$ cat src/tlwo_pkg.sv
// shared types and constants for the text line wrap offset finder
package tlwo_pkg;

	localparam int LINE_W = 17;
	localparam int OFFSET_W = 32;
	localparam int COL_W = 9;
	localparam int TDATA_W = 56;

	localparam logic [COL_W-1:0] TAB_STOP = 9'd8;
	localparam logic [LINE_W-1:0] MAX_LINES = 17'd65536;
	localparam logic [7:0] COLS_RESET = 8'd60;
	localparam logic [7:0] COLS_MIN = 8'd3;

	localparam logic [7:0] CHAR_TAB = 8'h09;
	localparam logic [7:0] CHAR_LF = 8'h0A;
	localparam logic [7:0] CHAR_CR = 8'h0D;

	localparam logic KIND_START = 1'b0;
	localparam logic KIND_COUNT = 1'b1;

	typedef struct packed {
		logic kind;
		logic [LINE_W-1:0] line;
		logic [OFFSET_W-1:0] offset;
		logic last;
	} result_t;

	// up to two records produced by one byte, rec0 goes out first
	typedef struct packed {
		logic [1:0] num;
		result_t rec0;
		result_t rec1;
	} push_t;

endpackage

$ cat src/tlwo_step.sv
// input register, line state and per-byte wrap decision
module tlwo_step (
	input logic clk,
	input logic arst_n,
	input logic cfg_wen,
	input logic [7:0] cfg_wdata,
	input logic in_valid,
	output logic in_ready,
	input logic [7:0] in_byte,
	input logic in_final,
	input logic [1:0] q_count,
	output tlwo_pkg::push_t push
);
	import tlwo_pkg::*;

	logic [7:0] cpl_q;
	logic [COL_W-1:0] col_q;
	logic [LINE_W-1:0] lines_q;
	logic [OFFSET_W-1:0] pos_q;
	logic pend_q;
	logic [OFFSET_W-1:0] lpos_q;
	logic lim_q;

	logic v_s1;
	logic [7:0] byte_s1;
	logic final_s1;

	logic [7:0] width;
	logic [COL_W-1:0] col_a, col_n;
	logic [OFFSET_W-1:0] pos_inc, end_start, lpos_n;
	logic end_l, may_rep, lead_wrap, pend_n, hit_lim, report, fire;
	logic [LINE_W-1:0] line_inc, lines_a;
	logic [1:0] n_res;
	logic [2:0] room_sum;
	result_t start_rec, count_rec;

	always_ff @(posedge clk or negedge arst_n) begin
		if (!arst_n) begin
			cpl_q <= COLS_RESET;
		end else if (cfg_wen) begin
			cpl_q <= cfg_wdata;
		end
	end

	always_comb begin
		width = (cpl_q < COLS_MIN) ? COLS_MIN : cpl_q;
		pos_inc = pos_q + 32'd1;
		col_a = col_q;
		end_l = 1'b0;
		end_start = pos_inc;
		may_rep = 1'b1;
		lead_wrap = 1'b0;
		pend_n = pend_q;
		lpos_n = lpos_q;
		if (!lim_q) begin
			if (pend_q) begin
				// trail byte completes the wide character whatever its value
				pend_n = 1'b0;
				col_a = col_q + 9'd2;
				if (col_a >= {1'b0, width}) begin
					end_l = 1'b1;
					end_start = lpos_q;
					lead_wrap = 1'b1;
				end
			end else if (byte_s1 == CHAR_CR) begin
				col_a = col_q;
			end else if (byte_s1 == CHAR_TAB) begin
				col_a = col_q - (col_q % TAB_STOP) + TAB_STOP;
				if (col_a >= {1'b0, width}) begin
					end_l = 1'b1;
					may_rep = !final_s1;
				end
			end else if (byte_s1[7]) begin
				if (final_s1) begin
					col_a = col_q + 9'd2;
					if (col_a >= {1'b0, width}) begin
						end_l = 1'b1;
						end_start = pos_q;
					end
				end else begin
					pend_n = 1'b1;
					lpos_n = pos_q;
				end
			end else begin
				col_a = col_q + 9'd1;
				if (col_a >= {1'b0, width} || byte_s1 == CHAR_LF) begin
					end_l = 1'b1;
					may_rep = !final_s1;
				end
			end
		end
		line_inc = lines_q + 17'd1;
		hit_lim = end_l && (line_inc >= MAX_LINES);
		report = end_l && !hit_lim && may_rep;
		lines_a = end_l ? line_inc : lines_q;
		if (end_l) begin
			col_n = (lead_wrap && !hit_lim) ? 9'd2 : 9'd0;
		end else begin
			col_n = col_a;
		end
	end

	always_comb begin
		n_res = {1'b0, report} + {1'b0, final_s1};
		room_sum = {1'b0, q_count} + {1'b0, n_res};
		fire = v_s1 && (room_sum <= 3'd2);
		in_ready = !v_s1 || fire;

		start_rec.kind = KIND_START;
		start_rec.line = line_inc;
		start_rec.offset = end_start;
		start_rec.last = !final_s1;
		count_rec.kind = KIND_COUNT;
		count_rec.line = lines_a;
		count_rec.offset = '0;
		count_rec.last = 1'b1;

		push.num = fire ? n_res : 2'd0;
		push.rec0 = report ? start_rec : count_rec;
		push.rec1 = count_rec;
	end

	always_ff @(posedge clk or negedge arst_n) begin
		if (!arst_n) begin
			v_s1 <= 1'b0;
		end else if (in_valid && in_ready) begin
			v_s1 <= 1'b1;
		end else if (fire) begin
			v_s1 <= 1'b0;
		end
	end

	always_ff @(posedge clk) begin
		if (in_valid && in_ready) begin
			byte_s1 <= in_byte;
			final_s1 <= in_final;
		end
	end

	always_ff @(posedge clk or negedge arst_n) begin
		if (!arst_n) begin
			col_q <= '0;
			lines_q <= '0;
			pos_q <= '0;
			pend_q <= 1'b0;
			lpos_q <= '0;
			lim_q <= 1'b0;
		end else if (fire) begin
			if (final_s1) begin
				// end of file: start over for the next one
				col_q <= '0;
				lines_q <= '0;
				pos_q <= '0;
				pend_q <= 1'b0;
				lpos_q <= '0;
				lim_q <= 1'b0;
			end else begin
				col_q <= col_n;
				lines_q <= lines_a;
				pos_q <= pos_inc;
				pend_q <= pend_n;
				lpos_q <= lpos_n;
				lim_q <= lim_q | hit_lim;
			end
		end
	end

	a_final_clears: assert property (@(posedge clk) disable iff (!arst_n)
		(fire && final_s1) |=> (col_q == '0 && lines_q == '0 && !pend_q && !lim_q))
		else $error("state not cleared after final byte");

	a_limit_sticks: assert property (@(posedge clk) disable iff (!arst_n)
		(lim_q && !(fire && final_s1)) |=> lim_q)
		else $error("line limit dropped before final byte");

	a_no_push_without_room: assert property (@(posedge clk) disable iff (!arst_n)
		(push.num != 2'd0) |-> ({1'b0, q_count} + {1'b0, push.num} <= 3'd2))
		else $error("result queue overflow");

	a_pos_frozen_idle: assert property (@(posedge clk) disable iff (!arst_n)
		!fire |=> $stable(pos_q))
		else $error("byte offset moved without a byte");

endmodule

$ cat src/tlwo_result_queue.sv
// two-entry result queue feeding the output stream
module tlwo_result_queue (
	input logic clk,
	input logic arst_n,
	input tlwo_pkg::push_t push,
	output logic [1:0] q_count,
	output logic out_valid,
	input logic out_ready,
	output tlwo_pkg::result_t out_rec
);
	import tlwo_pkg::*;

	result_t e0_q, e1_q, e0_n, e1_n;
	logic [1:0] cnt_q, base, cnt_n;
	logic pop;

	assign pop = out_valid && out_ready;
	assign out_valid = (cnt_q != 2'd0);
	assign out_rec = e0_q;
	assign q_count = cnt_q;

	always_comb begin
		base = cnt_q - {1'b0, pop};
		e0_n = pop ? e1_q : e0_q;
		e1_n = e1_q;
		case (base)
			2'd0: begin
				if (push.num != 2'd0) e0_n = push.rec0;
				if (push.num == 2'd2) e1_n = push.rec1;
			end
			2'd1: begin
				if (push.num != 2'd0) e1_n = push.rec0;
			end
			default: begin
				e1_n = e1_q;
			end
		endcase
		cnt_n = base + push.num;
	end

	always_ff @(posedge clk or negedge arst_n) begin
		if (!arst_n) begin
			cnt_q <= '0;
		end else begin
			cnt_q <= cnt_n;
		end
	end

	always_ff @(posedge clk) begin
		e0_q <= e0_n;
		e1_q <= e1_n;
	end

	a_cnt_bound: assert property (@(posedge clk) disable iff (!arst_n)
		cnt_q <= 2'd2)
		else $error("queue count out of range");

	a_count_is_last: assert property (@(posedge clk) disable iff (!arst_n)
		(out_valid && out_rec.kind == KIND_COUNT) |-> out_rec.last)
		else $error("count record not marked last");

	a_second_follows: assert property (@(posedge clk) disable iff (!arst_n)
		(pop && cnt_q == 2'd2) |=> out_valid)
		else $error("second queued record lost");

endmodule

$ cat src/text_line_wrap_offsets_core.sv
// top level of the text line wrap offset finder
// Takes one text byte per cycle on the input stream (tlast marks the final byte of a
// file) and reports the byte offset where each display line starts; on the final byte
// it adds a record with the total line count. A byte is accepted every cycle as long as
// the two-entry output queue can hold its records, so the rate is one byte per cycle
// while results are taken promptly, except that a final byte that produces two records
// can hold the input while the queue makes room. The results of an input byte pass
// through the input register, then the queue register, before they reach the output.
// columns_per_line is written through cfg_wen/cfg_wdata, by the user only while the
// block is idle, which the block does not enforce; it takes effect on the next byte.
module text_line_wrap_offsets_core (
	input logic clk,
	input logic arst_n,
	input logic cfg_wen,
	input logic [7:0] cfg_wdata,
	input logic s_tvalid,
	output logic s_tready,
	input logic [7:0] s_tdata, // text_byte
	input logic s_tlast, // final_byte
	output logic m_tvalid,
	input logic m_tready,
	output logic [tlwo_pkg::TDATA_W-1:0] m_tdata, // line_number[16:0], start_offset[48:17]
	output logic m_tuser, // record_kind
	output logic m_tlast // last_of_run
);
	import tlwo_pkg::*;

	push_t push;
	logic [1:0] q_count;
	result_t out_rec;

	tlwo_step u_step (
		.clk(clk),
		.arst_n(arst_n),
		.cfg_wen(cfg_wen),
		.cfg_wdata(cfg_wdata),
		.in_valid(s_tvalid),
		.in_ready(s_tready),
		.in_byte(s_tdata),
		.in_final(s_tlast),
		.q_count(q_count),
		.push(push)
	);

	tlwo_result_queue u_queue (
		.clk(clk),
		.arst_n(arst_n),
		.push(push),
		.q_count(q_count),
		.out_valid(m_tvalid),
		.out_ready(m_tready),
		.out_rec(out_rec)
	);

	assign m_tdata = {7'd0, out_rec.offset, out_rec.line};
	assign m_tuser = out_rec.kind;
	assign m_tlast = out_rec.last;

endmodule
$ cat config.mk
export PLATFORM = sky130hd
export DESIGN_NAME = text_line_wrap_offsets_core
export DESIGN_NICKNAME = d
export VERILOG_FILES = /design/src/tlwo_pkg.sv /design/src/tlwo_step.sv /design/src/tlwo_result_queue.sv /design/src/text_line_wrap_offsets_core.sv
export SDC_FILE = /design/constraint.sdc
export NUM_CORES = 1
export LEC_CHECK = 0
export BUFFER_PORTS_ARGS = -buffer_cell sky130_fd_sc_hd__clkbuf_2
export CORE_ASPECT_RATIO = 1.1
export CORE_MARGIN = 4
export CORE_UTILIZATION = 38
export CTS_CLUSTER_SIZE = 14
export DETAILED_ROUTE_END_ITERATION = 6
export GPL_ROUTABILITY_DRIVEN = 0
export PLACE_DENSITY = 0.55
export RECOVER_POWER = 50
export SYNTH_ARGS = -nofsm -noshare
export SYNTH_HDL_FRONTEND = slang
export SYNTH_HIERARCHICAL = 1
export SYNTH_SLANG_ARGS = --single-unit
export TNS_END_PERCENT = 10
$ cat constraint.sdc
create_clock -name clk -period 19.6 [get_ports clk]
set_input_delay 4.9 -clock clk [delete_from_list [all_inputs] [get_ports clk]]
set_output_delay 4.9 -clock clk [all_outputs]
set_load 0.02 [all_outputs]
# Word level (Yosys, flattened, before mapping)
# Cells that the tools add are included.
[word_totals]
register_bits = 214
inputBits = 22
wordCells = 133
out_inout_bits = 60
[op_classes]
n_reduce_logical = 22
n_mux = 61
n_eq_ne = 14
bitwise = 1
magnitude_cmp = 6
n_addsub = 10
[op_table]
columns = ["cell", "n"]
rows = [
  ["32-bit 2-to-1 mux", 15],
  ["51-bit 2-to-1 mux", 6],
  ["51-bit case mux with 2 select lines", 1],
  ["9-bit 2-to-1 mux", 7],
  ["17-bit 2-to-1 mux", 2],
  ["32-bit by 1-bit adder with 32-bit output, second input constant", 1],
  ["9-bit by 8-bit greater-or-equal comparator with 1-bit output", 3],
  ["1-bit 2-to-1 mux", 27],
  ["8-bit by 4-bit == test with 1-bit output, second input constant", 3],
  ["17-bit by 1-bit adder with 17-bit output, second input constant", 1],
  ["17-bit greater-or-equal comparator, second input constant", 1],
  ["2-bit nonzero test", 5],
  ["9-bit by 1-bit adder with 9-bit output, second input constant", 1],
  ["9-bit by 2-bit adder with 9-bit output, second input constant", 1],
  ["9-bit by 4-bit adder with 9-bit output, second input constant", 1],
  ["9-bit by 3-bit subtractor with 9-bit output", 1],
  ["8-bit by 2-bit less-than comparator with 1-bit output, second input constant", 1],
  ["8-bit 2-to-1 mux", 1],
  ["2-bit by 1-bit inequality test with 1-bit output, second input constant", 4],
  ["1-bit logical AND", 7],
  ["6-bit AND reduction", 1],
  ["5-bit by 4-bit inequality test with 1-bit output, second input constant", 1],
  ["2-bit 2-to-1 mux", 2],
  ["2-bit inequality test, second input constant", 2],
  ["other kinds (16)", 19],
]

# Depth between registers and ports, before layout
[depth]
word_depth = 22
mapped_depth = 24

# Hierarchy
# Netlist, hierarchy kept.
[modules_own_cells]
columns = ["mod", "area_per_inst_um2", "instances", "cells_per_inst", "seq_area_each_um2"]
rows = [
  ["tlwo_step", 8383.0, 1, 979, 2802.7],
  ["tlwo_result_queue", 4725.8, 1, 288, 2602.5],
  ["text_line_wrap_offsets_core", 56.3, 1, 8, 0.0],
]

# Worst setup path before layout
# Ideal clock, no wire load.
[synth_path]
path_kind = "reg-to-output"
from = "register u_step.col_q[4]"
to = "output port s_tready"
arrival_ns = 4.310
t_required_ns = 14.700
n_path_buf = 4
stages_incl_launch_ff = 20
slack_ns = 10.390
path_cell_list = "dfrtp_1 -> ha_1 -> and4_4 -> buf_6 -> xnor2_1 -> ha_1 -> nand4_1 -> or3_1 -> clkbuf_1 -> and3_1 -> buf_4 -> o2bb2ai_1 -> nand3_2 -> buf_2 -> inv_1 -> ha_1 -> ha_1 -> fa_1 -> a21oi_1 -> nand2b_1"
[synth_between]
elab_chain_len = 18
elab_cells_between_ends = 33
cone_classes = "add/sub: 6; order compare: 4; mux: 16; reduce/logical: 7"
[synth_lines]
columns = ["item", "line_no", "rtl"]
rows = [
  ["start: declaration", "tlwo_step.sv:17", "logic [COL_W-1:0] col_q;"],
  ["start signal: assignment", "tlwo_step.sv:158", "col_q <= col_n;"],
  ["branches (longest 12 deep; another with 9-bit by 3-bit subtractor with 9-bit output)", "n/a", ""],
  ["1-bit logical AND (*)", "tlwo_step.sv:94", "report = end_l && !hit_lim && may_rep;"],
  ["1-bit by 1-bit adder with 2-bit output (*)", "tlwo_step.sv:104", "n_res = {1'b0, report} + {1'b0, final_s1};"],
  ["2-bit by 2-bit adder with 3-bit output (*)", "tlwo_step.sv:105", "room_sum = {1'b0, q_count} + {1'b0, n_res};"],
  ["3-bit by 2-bit <= comparator with 1-bit output (*)", "tlwo_step.sv:106", "fire = v_s1 && (room_sum <= 3'd2);"],
  ["1-bit logical AND (*)", "tlwo_step.sv:106", ""],
  ["1-bit logical OR (*)", "tlwo_step.sv:107", "in_ready = !v_s1 || fire;"],
  ["end: declaration", "text_line_wrap_offsets_core.sv:17", "output logic s_tready,"],
]
# Every way passes the cells marked *.

# Worst setup path after layout
[layout_path]
from = "register u_step.col_q[5]"
to = "output port s_tready"
# Same word-level chain as after synthesis.

==> flow_summary.yaml <==
run_status:
  status: "finished, violations left"
  violations: "max-capacitance violations, max-slew violations"
worst_setup_path:
  worstSetupPathType: "flop to output pin"
  critPathRequiredTime_ns: 14.70
  worstSetupEndpointType: "output pin"
  slowest_stage: "clkbuf_1"
  crit_path_frequent_cell: "ha_1"
  crit_start: "u_step/col_q[5]"
  crit_path_start_kind: "flop"
  crit_buf_inv: 3
  path_cells: "ha_1 > and4_1 > xnor2_1 > ha_1 > a21oi_1 > nand2_1 > a221oi_1 > and3_1 > o2bb2ai_1 > nand3_2 > clkbuf_1 > inv_1 > ha_1 > ha_1 > fa_1 > a21oi_1 > nand2b_1 > clkbuf_2"
  crit_path_max_fanout: 35
  critPathTopFamily: "buffers and inverters"
  timing.rr.start: "u_step/col_q[5]"
  cp.arrival_ns: 7.65
  cp_slowest_stage_delay_ns: 1.51
layout:
  instances_no_fill: 1741
  seqCellArea_um2: 5410
  fin_area_um2: 14200
  fillCellCount: 3362
  area_growth_syn_to_layout_pct: 8.15
  nets: 1344
  layout-drive-gt1-share_pct: 20.2
  multi_input_area_um2: 6890
  antenna_cells: 0
global_route:
  track_usage_pct: 17.0
  grt_pass1_vias: 9572
  grt_overflow: 0
  grt_max_degree: 83
  grt_pass1_wl_mm: 52.3
  grt_antenna_before_repair: 0
placement:
  dp_hpwl_mm: 20.7
  portBuffers: 74
  dp_cells: 1693
  placement.cell_area_um2: 13500
logic_synthesis:
  synthDistinctLibCells: 87
  ys_top_cells_by_area: "dfrtp_1, edfxtp_1, mux2_2"
  yosysWarningCount: 6
  ys.flop_type: "dfrtp_1"
  async_reset_ff_share_pct: 48.1
  synth_edf_count: 60
  ys_ff_latch: 214
  synth_common_cells: "mux2_2, dfrtp_1, nand2_1"
  yosys.area.top_type: "dfrtp_1"
  seq_area_frac_synth_pct: 41.1
  yosysTopAreaCellShare_pct: 18.8
  syn_area_um2: 13200
  yosysMostFrequentCell: "mux2_2"
  syn_avg_cell_area_um2: 10.3
  syn-instance-count: 1275
die:
  rows: 71
  io_pins: 82
  core-area_um2: 34200
  start_util_pct: 38.5
  dieHeight_um: 203
  die_area_um2: 37700
  fp.dieW_um: 185
clock_network:
  clk_pin_slew_worst_paths_ns: 0.06
  htreeDepth: 1
  cts_sinks: 214
  clk_latency_ns: 0.53
  cts_setup_buffers: 0
  cts_tree: "built"
  cts_resized: 0
  clock_path_buffers: 3
  holdBufCountCts: 0
  cts_root_buf: "clkbuf_16"
  cts_buffers: 26
drt:
  wirelength_mm: 32.1
  drc: 0
  top_layer: "met4"
  met2_length_mm: 14.6
  antenna_left: 0
  wl_per_cell_um: 18.5
  vias_per_cell: 5.50
  dr.pass1.iters: 5
  drtIter0Drc: 597
  dr_wl_met3_mm: 1.60
  wl_met1_mm: 15.2
  num_vias: 9578
sta:
  setup_violations: 0
  relSlewSlack_pct: -148
  worst_slew_pin_slew_ns: 3.73
  rsz0062_at_grt: "false"
  skew_ns: 0.0175
  fin_setup_tns_ns: 0
  fin_crit_ns: 12.55
  hold_viol_final: 0
  fin_crit_sh_pct: 64.0
  slew_violations: 279
  fmax_ghz: 0.0797
pwr:
  internal_power_uw: 1190
  power.density_nw_per_um2: 135
  comb_power_share_pct: 41.9
  irDropWorstVdd_v: 0.0000986
  p_leak_uw: 0.00587
  power_frac_clock_pct: 24.5
  switching_share_pct: 38.4
  power_uw: 1930
  power_switching_uw: 739
  pwr-share-seq_pct: 33.7
hold_path:
  hold_start: "u_step/lpos_q[11]"
  min_path_type: "flop to flop"
run:
  maxCapViolCount: 6
[path summary, 6_finish.rpt]
| path | to | cells after the start | slack, ns |
|---|---|---|---|
| worst max register to register | u_step/lines_q[0] | 20 | 9.45 |
| worst max-delay path | s_tready | 18 | 7.05 |
| min in group asynchronous | u_step/lpos_q[26] | 1 | 5.39 |
| worst min-delay path | u_step/lpos_q[11] | 1 | 0.50 |
| worst min register to register | u_step/lpos_q[11] | 1 | 0.50 |
| max in group asynchronous | u_step/lines_q[13] | 2 | 10.19 |
[power by group through the flow]
stage | Sequential, uW | Clock [uW] | Combinational, uW
2_1_floorplan | 702 | 0 | 571
3_3_place_gp | 657 | 0 | 818
3_5_place_dp | 660 | 0 | 829
4_1_cts | 652 | 488 | 832
5_1_grt | 663 | 506 | 883
6_report | 649 | 471 | 807
[layout by cell type, fill, tap and decap left out, drive strengths merged, types with 19 or more instances in the layout]
| cell | instances |
|---|---|
| a22o | 33 |
| a21oi | 64 |
| clkbuf | 117 |
| nand3 | 41 |
| dfxtp | 51 |
| edfxtp | 60 |
| inv | 43 |
| dfrtp | 99 |
| mux2 | 160 |
| nor2 | 66 |
| conb | 41 |
| o21ai | 51 |
| nor3 | 51 |
| nand2 | 91 |
| xnor2 | 41 |
| ha | 38 |
| o22ai | 19 |
[area by class of cell]
cell class / count / area share (%)
Multi-Input combinational cell: 911 / 48.4
Clock inverter: 10 / 0.624
Timing Repair Buffer: 88 / 2.73
Clock buffer: 38 / 5.31
Tap cell: 438 / 3.85
Inverter: 42 / 1.11
Sequential cell: 214 / 38.0
[per-layer routing]
layer	track usage [%]	up-vias
met5	0	-
met4	4.54	0
met3	2.25	48
met2	26.9	254
met1	24.4	4659
li1	-	4617
[cells by family (layout without fill, tap and decap cells)]
family	count (synthesis)	count (layout)	share of synthesized area, %
adder cells (fa/ha/maj)	39	39	3.76
AO/OA/AOI/OAI	275	275	15.3
XOR/XNOR	53	53	3.53
buffers and inverters	188	178	7.72
AND/OR/NAND/NOR	334	334	12.7
flip-flops	214	214	41.1
multiplexers	169	169	15.8
other	3	41	0.0855
[metrics by stage]
| step | worst slack, ns | utilization, % | hold WS (ns) |
|---|---|---|---|
| after floorplan | 10.39 | - | 0.468 |
| after global placement | 9.19 | 39.5 | 0.487 |
| after detailed placement | 9.09 | 39.5 | 0.488 |
| after CTS | 8.46 | 42.0 | 0.505 |
| after global routing | 6.43 | 41.6 | 0.519 |
| final | 7.05 | 41.6 | 0.497 |
[sequential cells by signal, summed over array words and instances (netlist names)]
signal,flops
u_queue/e1_q,51
u_queue/out_rec,51
u_step/lpos_q,32
u_step/pos_q,32
u_step/lines_q,17
u_step/col_q,9
u_step/byte_s1,8
u_step/cpl_q,8
u_queue/q_count,2
u_step/final_s1,1
u_step/lim_q,1
u_step/pend_q,1
u_step/v_s1,1
Power figures use the tool's default switching activity.
